[config.mk]
export PLATFORM = sky130hd
export DESIGN_NAME = elevator_stop_scheduler
export DESIGN_NICKNAME = d
export VERILOG_FILES = /design/src/hdl/esc_pkg.sv /design/src/hdl/esc_ram.sv /design/src/hdl/elevator_stop_scheduler.sv
export SDC_FILE = /design/constraint.sdc
export NUM_CORES = 2
export LEC_CHECK = 0
export BUFFER_PORTS_ARGS = -buffer_cell sky130_fd_sc_hd__buf_4
export CAP_MARGIN = 20
export CORE_UTILIZATION = 42
export DETAILED_ROUTE_END_ITERATION = 6
export GPL_ROUTABILITY_DRIVEN = 0
export SETUP_SLACK_MARGIN = 0.4
export SLEW_MARGIN = 10
export SYNTH_ARGS = -nofsm -noshare
export SYNTH_HDL_FRONTEND = slang
export SYNTH_HIERARCHICAL = 1
export SYNTH_SLANG_ARGS = --single-unit
[constraint.sdc]
create_clock -name aclk -period 21.1 [get_ports aclk]
set_input_delay 4.22 -clock aclk [delete_from_list [all_inputs] [get_ports aclk]]
set_output_delay 4.22 -clock aclk [all_outputs]
set_load 0.01 [all_outputs]
[src/hdl/esc_pkg.sv]
package esc_pkg;

    // Building and table dimensions.
    localparam int FLOORS      = 32;
    localparam int ELEVATORS   = 8;
    localparam int TABLE_SLOTS = 64;

    // Register reset values and limits.
    localparam logic [3:0] CAP_LIMIT = 4'd8;
    localparam logic [3:0] CAP_RESET = 4'd4;
    localparam logic [5:0] FIU_RESET = 6'd32;

    // Command codes carried on the input tuser.
    localparam logic CMD_REGISTER = 1'b0;
    localparam logic CMD_TURN     = 1'b1;

    // Configuration register indexes.
    localparam logic REG_CAPACITY = 1'b0;
    localparam logic REG_FLOORS   = 1'b1;

    // Result kinds carried on the output tuser.
    localparam logic [1:0] KIND_DROP = 2'd0;
    localparam logic [1:0] KIND_PICK = 2'd1;
    localparam logic [1:0] KIND_DIR  = 2'd2;
    localparam logic [1:0] KIND_FULL = 2'd3;

    // Direction codes.
    localparam logic [1:0] MOVE_STAY = 2'd0;
    localparam logic [1:0] MOVE_UP   = 2'd1;
    localparam logic [1:0] MOVE_DOWN = 2'd2;

    // One request slot as stored in the table memory.
    typedef struct packed {
        logic [15:0] order;
        logic        aboard;
        logic [2:0]  car;
        logic [4:0]  target;
        logic [4:0]  origin;
        logic [15:0] ident;
    } slot_t;

    localparam int SLOT_W = $bits(slot_t);

    typedef enum logic [3:0] {
        ST_IDLE,
        ST_REG_SCAN,
        ST_FULL_OUT,
        ST_DROP_SCAN,
        ST_DROP_OUT,
        ST_PICK_CHECK,
        ST_PICK_SCAN,
        ST_PICK_OUT,
        ST_DIR_SCAN,
        ST_DIR_OUT
    } state_t;

endpackage

[src/hdl/esc_ram.sv]
module esc_ram #(
    parameter int WIDTH = 8,
    parameter int DEPTH = 64
) (
    input  logic                     aclk,
    input  logic                     wr_en,
    input  logic [$clog2(DEPTH)-1:0] wr_addr,
    input  logic [WIDTH-1:0]         wr_data,
    input  logic [$clog2(DEPTH)-1:0] rd_addr,
    output logic [WIDTH-1:0]         rd_data
);

    logic [WIDTH-1:0] mem [DEPTH];

    // Single write port, registered read port.
    always_ff @(posedge aclk) begin
        if (wr_en) begin
            mem[wr_addr] <= wr_data;
        end
        rd_data <= mem[rd_addr];
    end

endmodule

[src/hdl/elevator_stop_scheduler.sv]
// Stop scheduler for a group of elevators. A register transfer (tuser = 0) stores a waiting
// request in the lowest free table slot and returns nothing unless the table is full. A turn
// transfer (tuser = 1) drops riders bound for the current floor, picks waiters there up to
// capacity and ends with a direction result that carries tlast. The drop, pick and direction
// searches run through one compare unit fed by the single read port of the slot memory, one
// slot per cycle. Back-pressure on the result stream stalls the block in its result states.
// The block takes a new transfer only when the previous one is done.
module elevator_stop_scheduler
    import esc_pkg::*;
#(
    parameter int TABLE_SLOTS = esc_pkg::TABLE_SLOTS
) (
    input  logic        aclk,
    input  logic        aresetn,
    // Configuration write port.
    input  logic        cfg_wr_en,
    input  logic        cfg_index,
    input  logic [5:0]  cfg_wdata,
    // Input stream.
    input  logic        s_tvalid,
    output logic        s_tready,
    // [15:0] request_id, [20:16] start_floor, [25:21] end_floor, [28:26] elevator,
    // [33:29] current_floor, [39:34] zero.
    input  logic [39:0] s_tdata,
    // [0] command.
    input  logic        s_tuser,
    // Result stream.
    output logic        m_tvalid,
    input  logic        m_tready,
    // [15:0] passenger_id, [18:16] elevator_number, [20:19] move, [23:21] zero.
    output logic [23:0] m_tdata,
    // [1:0] result_kind.
    output logic [1:0]  m_tuser,
    output logic        m_tlast
);

    localparam int IW = $clog2(TABLE_SLOTS);
    localparam int CW = IW + 1;
    localparam logic [CW-1:0] SLOT_END = CW'(TABLE_SLOTS);

    // Control state.
    state_t              state_reg, state_next;
    logic [3:0]          capacity_reg, capacity_next;
    logic [5:0]          fiu_reg, fiu_next;
    logic [TABLE_SLOTS-1:0] valid_reg, valid_next;
    logic [15:0]         oc_reg, oc_next;
    logic [3:0]          load_reg [ELEVATORS];
    logic [3:0]          load_next [ELEVATORS];
    logic [1:0]          heading_reg [ELEVATORS];
    logic [1:0]          heading_next [ELEVATORS];
    logic [CW-1:0]       scan_cnt_reg, scan_cnt_next;
    logic                rd_pend_reg, rd_pend_next;
    logic                found_reg, found_next;
    logic                up_found_reg, up_found_next;
    logic                dn_found_reg, dn_found_next;
    logic                full_reg, full_next;
    logic [4:0]          nres_reg, nres_next;
    logic                m_tvalid_reg, m_tvalid_next;

    // Payload state.
    logic [15:0]         id_reg, id_next;
    logic [4:0]          sf_reg, sf_next;
    logic [4:0]          ef_reg, ef_next;
    logic [2:0]          car_reg, car_next;
    logic [4:0]          cur_reg, cur_next;
    logic [IW-1:0]       rd_idx_reg, rd_idx_next;
    logic [IW-1:0]       best_idx_reg, best_idx_next;
    slot_t               best_slot_reg, best_slot_next;
    logic [15:0]         best_age_reg, best_age_next;
    logic [4:0]          up_d_reg, up_d_next;
    logic [4:0]          dn_d_reg, dn_d_next;
    logic [1:0]          m_kind_reg, m_kind_next;
    logic [15:0]         m_id_reg, m_id_next;
    logic [2:0]          m_elev_reg, m_elev_next;
    logic [1:0]          m_move_reg, m_move_next;
    logic                m_last_reg, m_last_next;

    // Memory ports.
    logic                ram_we;
    logic [IW-1:0]       ram_waddr;
    slot_t               ram_wdata;
    logic [SLOT_W-1:0]   ram_rdata;
    slot_t               rd_slot;

    // Shared compare unit signals.
    logic                out_free;
    logic                issuing;
    logic                scan_done;
    logic                start_scan;
    logic [3:0]          cap_eff;
    logic [5:0]          lim;
    logic [3:0]          car_load;
    logic                hit_car;
    logic                want_aboard;
    logic                sel_match;
    logic [15:0]         age;
    logic                better;
    logic [4:0]          cand_f;
    logic                cand_ok;
    logic                cand_up;
    logic                cand_dn;
    logic [4:0]          cand_up_d;
    logic [4:0]          cand_dn_d;
    logic [1:0]          new_heading;

    esc_ram #(
        .WIDTH(SLOT_W),
        .DEPTH(TABLE_SLOTS)
    ) u_slots (
        .aclk   (aclk),
        .wr_en  (ram_we),
        .wr_addr(ram_waddr),
        .wr_data(ram_wdata),
        .rd_addr(scan_cnt_reg[IW-1:0]),
        .rd_data(ram_rdata)
    );

    assign rd_slot  = slot_t'(ram_rdata);
    assign s_tready = (state_reg == ST_IDLE);
    assign m_tvalid = m_tvalid_reg;
    assign m_tdata  = {3'b000, m_move_reg, m_elev_reg, m_id_reg};
    assign m_tuser  = m_kind_reg;
    assign m_tlast  = m_last_reg;

    // Effective limits and the served car's load.
    assign cap_eff  = (capacity_reg > CAP_LIMIT) ? CAP_LIMIT : capacity_reg;
    assign lim      = (fiu_reg > 6'(FLOORS)) ? 6'(FLOORS) : fiu_reg;
    assign car_load = load_reg[car_reg];
    assign out_free = !m_tvalid_reg || m_tready;
    assign issuing  = (scan_cnt_reg < SLOT_END);
    assign scan_done = !issuing && !rd_pend_reg;

    // Compare unit: evaluates the slot returned by the memory this cycle.
    assign hit_car     = valid_reg[rd_idx_reg] && (rd_slot.car == car_reg);
    assign want_aboard = (state_reg == ST_DROP_SCAN);
    assign sel_match   = hit_car && (rd_slot.aboard == want_aboard) &&
                         ((want_aboard ? rd_slot.target : rd_slot.origin) == cur_reg);
    assign age         = oc_reg - rd_slot.order;
    assign better      = sel_match && (!found_reg || (age < best_age_reg));
    assign cand_f      = rd_slot.aboard ? rd_slot.target : rd_slot.origin;
    assign cand_ok     = hit_car && (rd_slot.aboard || !full_reg);
    assign cand_up     = cand_ok && (cand_f > cur_reg) && ({1'b0, cand_f} < lim);
    assign cand_dn     = cand_ok && (cand_f < cur_reg);
    assign cand_up_d   = cand_f - cur_reg;
    assign cand_dn_d   = cur_reg - cand_f;

    // Heading choice at the end of a turn.
    always_comb begin
        if (!up_found_reg && !dn_found_reg) begin
            new_heading = MOVE_STAY;
        end else if (up_found_reg && !dn_found_reg) begin
            new_heading = MOVE_UP;
        end else if (!up_found_reg && dn_found_reg) begin
            new_heading = MOVE_DOWN;
        end else if (heading_reg[car_reg] == MOVE_UP || heading_reg[car_reg] == MOVE_DOWN) begin
            new_heading = heading_reg[car_reg];
        end else begin
            new_heading = (up_d_reg <= dn_d_reg) ? MOVE_UP : MOVE_DOWN;
        end
    end

    // Sequencer: next state and datapath control.
    always_comb begin
        state_next     = state_reg;
        capacity_next  = capacity_reg;
        fiu_next       = fiu_reg;
        valid_next     = valid_reg;
        oc_next        = oc_reg;
        load_next      = load_reg;
        heading_next   = heading_reg;
        scan_cnt_next  = scan_cnt_reg;
        rd_pend_next   = rd_pend_reg;
        found_next     = found_reg;
        up_found_next  = up_found_reg;
        dn_found_next  = dn_found_reg;
        full_next      = full_reg;
        nres_next      = nres_reg;
        m_tvalid_next  = m_tvalid_reg;
        id_next        = id_reg;
        sf_next        = sf_reg;
        ef_next        = ef_reg;
        car_next       = car_reg;
        cur_next       = cur_reg;
        rd_idx_next    = rd_idx_reg;
        best_idx_next  = best_idx_reg;
        best_slot_next = best_slot_reg;
        best_age_next  = best_age_reg;
        up_d_next      = up_d_reg;
        dn_d_next      = dn_d_reg;
        m_kind_next    = m_kind_reg;
        m_id_next      = m_id_reg;
        m_elev_next    = m_elev_reg;
        m_move_next    = m_move_reg;
        m_last_next    = m_last_reg;
        ram_we         = 1'b0;
        ram_waddr      = '0;
        ram_wdata      = '0;
        start_scan     = 1'b0;

        // A result leaves the output register.
        if (m_tvalid_reg && m_tready) begin
            m_tvalid_next = 1'b0;
        end

        // Configuration writes.
        if (cfg_wr_en) begin
            unique case (cfg_index)
                REG_CAPACITY: capacity_next = cfg_wdata[3:0];
                REG_FLOORS:   fiu_next      = cfg_wdata;
                default:      ;
            endcase
        end

        // Slot address walk shared by the drop, pick and direction searches.
        if (state_reg == ST_DROP_SCAN || state_reg == ST_PICK_SCAN ||
            state_reg == ST_DIR_SCAN) begin
            rd_pend_next = issuing;
            rd_idx_next  = scan_cnt_reg[IW-1:0];
            if (issuing) begin
                scan_cnt_next = scan_cnt_reg + 1'b1;
            end
        end

        unique case (state_reg)
            ST_IDLE: begin
                if (s_tvalid) begin
                    id_next       = s_tdata[15:0];
                    sf_next       = s_tdata[20:16];
                    ef_next       = s_tdata[25:21];
                    car_next      = s_tdata[28:26];
                    cur_next      = s_tdata[33:29];
                    nres_next     = '0;
                    start_scan    = 1'b1;
                    state_next    = (s_tuser == CMD_REGISTER) ? ST_REG_SCAN : ST_DROP_SCAN;
                end
            end
            ST_REG_SCAN: begin
                // Walk the valid bits for the lowest free slot.
                if (issuing) begin
                    if (!valid_reg[scan_cnt_reg[IW-1:0]]) begin
                        ram_we           = 1'b1;
                        ram_waddr        = scan_cnt_reg[IW-1:0];
                        ram_wdata.order  = oc_reg;
                        ram_wdata.aboard = 1'b0;
                        ram_wdata.car    = car_reg;
                        ram_wdata.target = ef_reg;
                        ram_wdata.origin = sf_reg;
                        ram_wdata.ident  = id_reg;
                        valid_next[scan_cnt_reg[IW-1:0]] = 1'b1;
                        oc_next          = oc_reg + 1'b1;
                        state_next       = ST_IDLE;
                    end else begin
                        scan_cnt_next = scan_cnt_reg + 1'b1;
                    end
                end else begin
                    state_next = ST_FULL_OUT;
                end
            end
            ST_FULL_OUT: begin
                if (out_free) begin
                    m_tvalid_next = 1'b1;
                    m_kind_next   = KIND_FULL;
                    m_id_next     = id_reg;
                    m_elev_next   = car_reg;
                    m_move_next   = MOVE_STAY;
                    m_last_next   = 1'b1;
                    state_next    = ST_IDLE;
                end
            end
            ST_DROP_SCAN, ST_PICK_SCAN: begin
                // Keep the newest matching slot; equal ages keep the lower slot.
                if (rd_pend_reg && better) begin
                    found_next     = 1'b1;
                    best_idx_next  = rd_idx_reg;
                    best_slot_next = rd_slot;
                    best_age_next  = age;
                end
                if (scan_done) begin
                    if (found_reg) begin
                        state_next = (state_reg == ST_DROP_SCAN) ? ST_DROP_OUT : ST_PICK_OUT;
                    end else if (state_reg == ST_DROP_SCAN) begin
                        state_next = ST_PICK_CHECK;
                    end else begin
                        full_next  = (car_load >= cap_eff);
                        start_scan = 1'b1;
                        state_next = ST_DIR_SCAN;
                    end
                end
            end
            ST_DROP_OUT: begin
                if (out_free) begin
                    m_tvalid_next = 1'b1;
                    m_kind_next   = KIND_DROP;
                    m_id_next     = best_slot_reg.ident;
                    m_elev_next   = car_reg;
                    m_move_next   = MOVE_STAY;
                    m_last_next   = 1'b0;
                    valid_next[best_idx_reg] = 1'b0;
                    if (car_load != 4'd0) begin
                        load_next[car_reg] = car_load - 1'b1;
                    end
                    nres_next = nres_reg + 1'b1;
                    if (nres_next < 5'(CAP_LIMIT)) begin
                        start_scan = 1'b1;
                        state_next = ST_DROP_SCAN;
                    end else begin
                        state_next = ST_PICK_CHECK;
                    end
                end
            end
            ST_PICK_CHECK: begin
                start_scan = 1'b1;
                if (car_load < cap_eff && nres_reg < 5'd16) begin
                    state_next = ST_PICK_SCAN;
                end else begin
                    full_next  = (car_load >= cap_eff);
                    state_next = ST_DIR_SCAN;
                end
            end
            ST_PICK_OUT: begin
                if (out_free) begin
                    m_tvalid_next = 1'b1;
                    m_kind_next   = KIND_PICK;
                    m_id_next     = best_slot_reg.ident;
                    m_elev_next   = car_reg;
                    m_move_next   = MOVE_STAY;
                    m_last_next   = 1'b0;
                    ram_we           = 1'b1;
                    ram_waddr        = best_idx_reg;
                    ram_wdata        = best_slot_reg;
                    ram_wdata.aboard = 1'b1;
                    ram_wdata.order  = oc_reg;
                    oc_next          = oc_reg + 1'b1;
                    load_next[car_reg] = car_load + 1'b1;
                    nres_next        = nres_reg + 1'b1;
                    state_next       = ST_PICK_CHECK;
                end
            end
            ST_DIR_SCAN: begin
                // Track the nearest pending stop above and below.
                if (rd_pend_reg) begin
                    if (cand_up && (!up_found_reg || cand_up_d < up_d_reg)) begin
                        up_found_next = 1'b1;
                        up_d_next     = cand_up_d;
                    end
                    if (cand_dn && (!dn_found_reg || cand_dn_d < dn_d_reg)) begin
                        dn_found_next = 1'b1;
                        dn_d_next     = cand_dn_d;
                    end
                end
                if (scan_done) begin
                    state_next = ST_DIR_OUT;
                end
            end
            ST_DIR_OUT: begin
                if (out_free) begin
                    heading_next[car_reg] = new_heading;
                    m_tvalid_next = 1'b1;
                    m_kind_next   = KIND_DIR;
                    m_id_next     = '0;
                    m_elev_next   = car_reg;
                    m_move_next   = new_heading;
                    m_last_next   = 1'b1;
                    state_next    = ST_IDLE;
                end
            end
            default: state_next = ST_IDLE;
        endcase

        // Restart the shared search.
        if (start_scan) begin
            scan_cnt_next = '0;
            rd_pend_next  = 1'b0;
            found_next    = 1'b0;
            up_found_next = 1'b0;
            dn_found_next = 1'b0;
        end
    end

    // Control registers.
    always_ff @(posedge aclk) begin
        if (!aresetn) begin
            state_reg    <= ST_IDLE;
            capacity_reg <= CAP_RESET;
            fiu_reg      <= FIU_RESET;
            valid_reg    <= '0;
            oc_reg       <= '0;
            for (int e = 0; e < ELEVATORS; e++) begin
                load_reg[e]    <= '0;
                heading_reg[e] <= MOVE_STAY;
            end
            scan_cnt_reg <= '0;
            rd_pend_reg  <= 1'b0;
            found_reg    <= 1'b0;
            up_found_reg <= 1'b0;
            dn_found_reg <= 1'b0;
            full_reg     <= 1'b0;
            nres_reg     <= '0;
            m_tvalid_reg <= 1'b0;
        end else begin
            state_reg    <= state_next;
            capacity_reg <= capacity_next;
            fiu_reg      <= fiu_next;
            valid_reg    <= valid_next;
            oc_reg       <= oc_next;
            load_reg     <= load_next;
            heading_reg  <= heading_next;
            scan_cnt_reg <= scan_cnt_next;
            rd_pend_reg  <= rd_pend_next;
            found_reg    <= found_next;
            up_found_reg <= up_found_next;
            dn_found_reg <= dn_found_next;
            full_reg     <= full_next;
            nres_reg     <= nres_next;
            m_tvalid_reg <= m_tvalid_next;
        end
    end

    // Payload registers.
    always_ff @(posedge aclk) begin
        id_reg        <= id_next;
        sf_reg        <= sf_next;
        ef_reg        <= ef_next;
        car_reg       <= car_next;
        cur_reg       <= cur_next;
        rd_idx_reg    <= rd_idx_next;
        best_idx_reg  <= best_idx_next;
        best_slot_reg <= best_slot_next;
        best_age_reg  <= best_age_next;
        up_d_reg      <= up_d_next;
        dn_d_reg      <= dn_d_next;
        m_kind_reg    <= m_kind_next;
        m_id_reg      <= m_id_next;
        m_elev_reg    <= m_elev_next;
        m_move_reg    <= m_move_next;
        m_last_reg    <= m_last_next;
    end

endmodule

# [Yosys cells after proc, flatten, opt, wreduce, memory -nomap -nowiden]
# Memory sizes are Yosys's and may differ from the RTL's. A register that Yosys moved wholly into a read port is not among the register bits.
# Index checks and enable logic that the tools add are counted.
[totals] ff_bits=285 ramBits=2944 inputBits=53 output_inout_bits=29 elab_cells=293 n_memories=1
[mem_list] name="u_slots.mem" words=64 width=46 read_ports=1 rd_clocked_by_memory_dff=1 wr=1 line_no="esc_ram.sv:13" source="logic [WIDTH-1:0] mem [DEPTH];"
[op_classes] n_addsub=8 order_cmp=21 n_eq_ne=31 n_mux=108 bitwise=6 reduce_logical=70
[ops] operator="64-bit 2-to-1 mux" n=3
[ops] operator="46-bit 2-to-1 mux" n=3
[ops] operator="64-bit one-hot mux with 2 select lines" n=1
[ops] operator="16-bit 2-to-1 mux" n=6
[ops] operator="32-bit 2-to-1 mux" n=3
[ops] operator="46-bit one-hot mux with 2 select lines" n=1
[ops] operator="64-bit bitwise AND" n=1
[ops] operator="32-bit bitwise mux" n=2
[ops] operator="64-bit inverter" n=1
[ops] operator="64-bit bitwise OR" n=1
[ops] operator="32-bit one-hot mux with 2 select lines" n=1
[ops] operator="4-bit 2-to-1 mux" n=15
[ops] operator="16-bit one-hot mux with 3 select lines" n=1
[ops] operator="7-bit 2-to-1 mux" n=5
[ops] operator="16-bit one-hot mux with 2 select lines" n=1
[ops] operator="4-bit one-hot mux with 8 select lines" n=1
[ops] operator="2-bit 2-to-1 mux" n=15
[ops] operator="2-bit inequality test, second input constant" n=13
[ops] operator="1-bit 2-to-1 mux" n=24
[ops] operator="6-bit 2-to-1 mux" n=4
[ops] operator="6-bit by 7-bit < comparator with 1-bit output, second input constant" n=3
[ops] operator="1-bit logical AND" n=20
[ops] operator="5-bit 2-to-1 mux" n=4
[ops] operator="16-bit by 1-bit adder with 16-bit output, second input constant" n=1
[ops] operator="other kinds (62)" n=114

# [Longest topological paths before layout]
[depth] depth_word=12 ltp_mapped=17 depth_no_buf=17

# [Modules after synthesis]
# Netlist, hierarchy kept.
[modules_own_cells] module="esc_ram" instances=1 cells_each=4786 area_per_inst_um2=112181.3 seq_area_each_um2=89325.7
[modules_own_cells] module="elevator_stop_scheduler" instances=1 cells_each=1553 area_per_inst_um2=15422.3 seq_area_each_um2=6956.7

# [Worst setup path before layout]
# No wires, ideal clock.
[synth_timing] kind="input to register" startpoint="input port m_tready" endpoint="memory u_slots/mem[27][0] (netlist name), enable pin" setup_ns=0.450 arrival_ns=9.234 t_required_ns=20.650 path_slack_ns=11.416 path_stages=11 path_buffers=5 path_cell_list="nor2b_1 > clkbuf_1 > nor2_1 > clkbuf_1 > buf_1 > a22o_1 > clkbuf_1 > nand3b_1 > or2_2 > clkbuf_1 > nor2_1"
[synth_between] elab_cells_between_ends=7 cone_classes="6 x mux; 1 x reduce/logical"
[synth_rtl] element="start, declared" line_no="elevator_stop_scheduler.sv:29" source="input logic m_tready,"
[synth_rtl] element="1-bit logical OR" line_no="elevator_stop_scheduler.sv:129" source="assign out_free = !m_tvalid_reg || m_tready;"
[synth_rtl] element="6-bit 2-to-1 mux" line_no="elevator_stop_scheduler.sv:321" source="if (out_free) begin"
[synth_rtl] element="6-bit one-hot mux with 2 select lines" line_no="elevator_stop_scheduler.sv:224" source="unique case (state_reg)"
[synth_rtl] element="via ram_waddr[1]" line_no="elevator_stop_scheduler.sv:80" source="logic [IW-1:0] ram_waddr;"
[synth_rtl] element="end, declared" line_no="esc_ram.sv:13"
# The timed path passes the listed nets, and every way through them passes these cells.

# [Worst setup path after layout]
[layout_timing] startpoint="input port m_tready" endpoint="memory u_slots/mem[46][13] (netlist name), enable pin"
# Same word-level chain as after synthesis.

==> impl_metrics.csv <==
group,metric,value,unit
status,status,"finished clean",
final_layout,synthToLayoutAreaGrowth,13.7,%
global_routing,grtUsageTotal,21.9,%
final_layout,regArea,96300,sq um
worst_setup_path,r2r-start,"scan_cnt_reg[0]$_SDFF_PP0_",
global_routing,gr-total-overflow,0,
timing,fin_setup_tns,0,ps
worst_setup_path,cp_max_fo,63,
route,drt-pass1-iter-count,6,
final_layout,largest_register_ff_count,2944,
timing,setup_violations,0,
final_layout,multi_input_area,30200,sq um
floorplanning,coreArea,303000,sq um
place,numPortBuffers,72,
route,antenna_left,0,
cts,cts_resized,0,
global_routing,grt_pass1_wl,482,mm
synthesis,synth_area_leaders,"edfxtp_1 72%, mux4_2 13%, dfxtp_1 3.2%",
worst_setup_path,worstPathRequired,21570,ps
synthesis,syn_inst,6339,
cts,hold_buffers,0,
worst_setup_path,cp-end-kind,"flop",
job,drv_cap,0,
cts,numCtsBuffers,343,
route,vias_per_cell,6.03,
timing,timing.final.crit_share,41.4,%
synthesis,synth_top_area_share,72.2,%
timing,finClkSkew,52.7,ps
route,wirelength,338,mm
synthesis,yosys_warnings,6,
timing,finalMaxSlewViolations,0,
cts,clockBufferDepth,4,
floorplanning,fp-row-count,202,
power_and_ir_drop,p_per_area,109,nW/um^2
floorplanning,die_h,553,microns
synthesis,synthFlopType,"edfxtp_1",
cts,root_buffer,"clkbuf_16",
cts,htreeDepth,5,
timing,hold_viol_final,0,
worst_setup_path,arrival,9200,ps
synthesis,seq_area_frac_synth,75.5,%
route,wl_per_cell,31.1,microns
synthesis,yosysTopAreaCell,"edfxtp_1",
synthesis,synthesis.area,128000,sq um
final_layout,final_nets,6728,
cts,clock_latency,890,ps
place,dp.cells,10222,
min_path,hold_path_end,"best_slot_reg[2]$_DFFE_PP_",
min_path,whs_path_depth,0,
floorplanning,die-width,553,microns
synthesis,synth_edf_count,3069,
route,drc,0,
final_layout,drive_gt1_share,25.1,%
route,vias,65549,
final_layout,final_cells,10862,
place,hpwlAfterDp,188,mm
synthesis,async_reset_ff_share,0,%
route,drt_iter0_drc,7205,
cts,cts.sinks,3275,
global_routing,antenna_found_initial,23,
floorplanning,start_util,42.2,%
timing,fmax,115,MHz
timing,tightest_slew,1250,ps
synthesis,syn_area_per_cell,20.1,sq um
power_and_ir_drop,peakVddDrop,93.1,uV
cts,cts_setup_buffers,0,
floorplanning,ios,82,
worst_setup_path,r2r_setup_slack,13950,ps
cts,clk_pin_slew,60,ps
worst_setup_path,r2r-end,"u_slots/mem[46][13]$_DFFE_PP_",
cts,cts_tree,"built",
global_routing,grt_max_degree,133,
timing,finalCriticalPeriod,8730,ps
power_and_ir_drop,fin_total_pwr,15.8,mW
final_layout,final_cell_area,145000,sq um
final_layout,fillCellCount,24474,
worst_setup_path,critPathKind,"input port to flop",
worst_setup_path,startpoint_type,"input port",
timing,slew_headroom,16.4,%
timing,rsz0062_at_grt,"false",
global_routing,first_global_vias,65946,
min_path,hold_start,"u_slots/rd_data[2]$_DFF_P_",
synthesis,synth_seq_cells,3275,
synthesis,synthDistinctLibCells,82,
place,place_area,134000,sq um
floorplanning,die_area,306000,sq um
min_path,min_path_type,"flop to flop",
worst_setup_path,worstRegToRegCells,9,
power_and_ir_drop,power.leakage,42.3,nW
==> synthesized netlist by cell type (all sizes together), types with 4 or more instances <==
cell,n
a211oi,17
a21boi,69
a21o,8
a21oi,107
a221oi,33
a22o,52
a22oi,35
a31oi,7
and2,47
and3,26
buf,200
clkbuf,165
dfxtp,206
edfxtp,3069
ha,69
inv,80
mux2,45
mux2i,138
mux4,742
nand2,155
nand2b,28
nand3,87
nand3b,13
nand4,24
nor2,182
nor2b,68
nor3,18
nor3b,4
nor4,40
o2111ai,8
o211a,7
o211ai,8
o21a,21
o21ai,169
o221ai,64
o22a,30
o22ai,180
o31ai,4
or2,19
or3,10
or4,5
xnor2,35
xor2,8
==> report_power, final <==
part | internal, mW | leakage (nW) | switching (mW) | total [mW]
logic | 0.928 | 9.14 | 1.41 | 2.34
clock network | 3.41 | 5.33 | 2.47 | 5.88
registers | 7.49 | 27.9 | 0.122 | 7.62
==> worst max-delay path, stage by stage <==
cell and delay (ps):
buf_4 90, nor2b_1 40, buf_4 180, nor2_4 200, buf_4 510, buf_4 700
a22o_1 630, nand4b_1 840, nor2_4 1040, buf_4 670
==> cells in the final DEF (no fill, tap or decap), drive strengths merged, types with 69 or more instances in the layout <==
cell type,netlist,routed
nand3,87,87
edfxtp,3069,3069
clkinv,0,127
a21boi,69,69
o21ai,169,169
clkbuf,165,457
inv,80,89
nor2,182,182
dfxtp,206,206
mux4,742,742
o22ai,180,180
buf,200,281
mux2i,138,138
nand2,155,155
ha,69,69
a21oi,107,107
==> area by class of cell <==
type | instances | area share [%]
multi-input cells | 2621 | 20.8
well taps | 3978 | 3.43
repair buffers | 282 | 1.65
inverters | 80 | 0.207
clock buffers | 456 | 6.45
flip-flops and latches | 3275 | 66.4
diodes | 3 | 0.00517
clock inverters | 167 | 1.07
==> logic make-up after synthesis <==
group	Yosys count	synth area share, %
mux	925	14.6
simple gates	739	2.94
flops	3275	75.5
compound gates	839	4.44
buf+inv	445	1.57
fa+ha+maj	72	0.724
other cells	1	0.00294
xor+xnor	43	0.295
==> worst max path at each step <==
stage	startpoint	to	slack, ps	depth (start not counted)
after floorplan	m_tready	u_slots/mem[27][0]$_DFFE_PP_	11420	11
after global placement	m_tready	u_slots/mem[46][34]$_DFFE_PP_	11640	10
after detailed placement	m_tready	u_slots/mem[40][44]$_DFFE_PP_	11530	10
after CTS	m_tready	u_slots/mem[47][17]$_DFFE_PP_	12470	10
after global routing	m_tready	u_slots/mem[46][21]$_DFFE_PP_	12270	10
final	m_tready	u_slots/mem[46][13]$_DFFE_PP_	12370	10
==> through the flow <==
step / hold WS, ps / utilization, % / setup WS [ps]
floorplan: 386 / - / 11420
CTS: 373 / 47.9 / 12470
global route: 373 / 48.0 / 12270
global placement: 391 / 44.2 / 11640
detailed placement: 389 / 44.2 / 11530
finish: 375 / 48.0 / 12370
==> routing by layer <==
layer  global-route usage (%)  part of all wire (%)  up-vias
met5                        0                 0.015        -
met4                     5.39                   2.4        8
met3                     3.94                   8.8      502
met2                     35.3                    48     2912
met1                     30.8                    41    35246
li1                         -                     -    26881
Power figures use the tool's default switching activity.
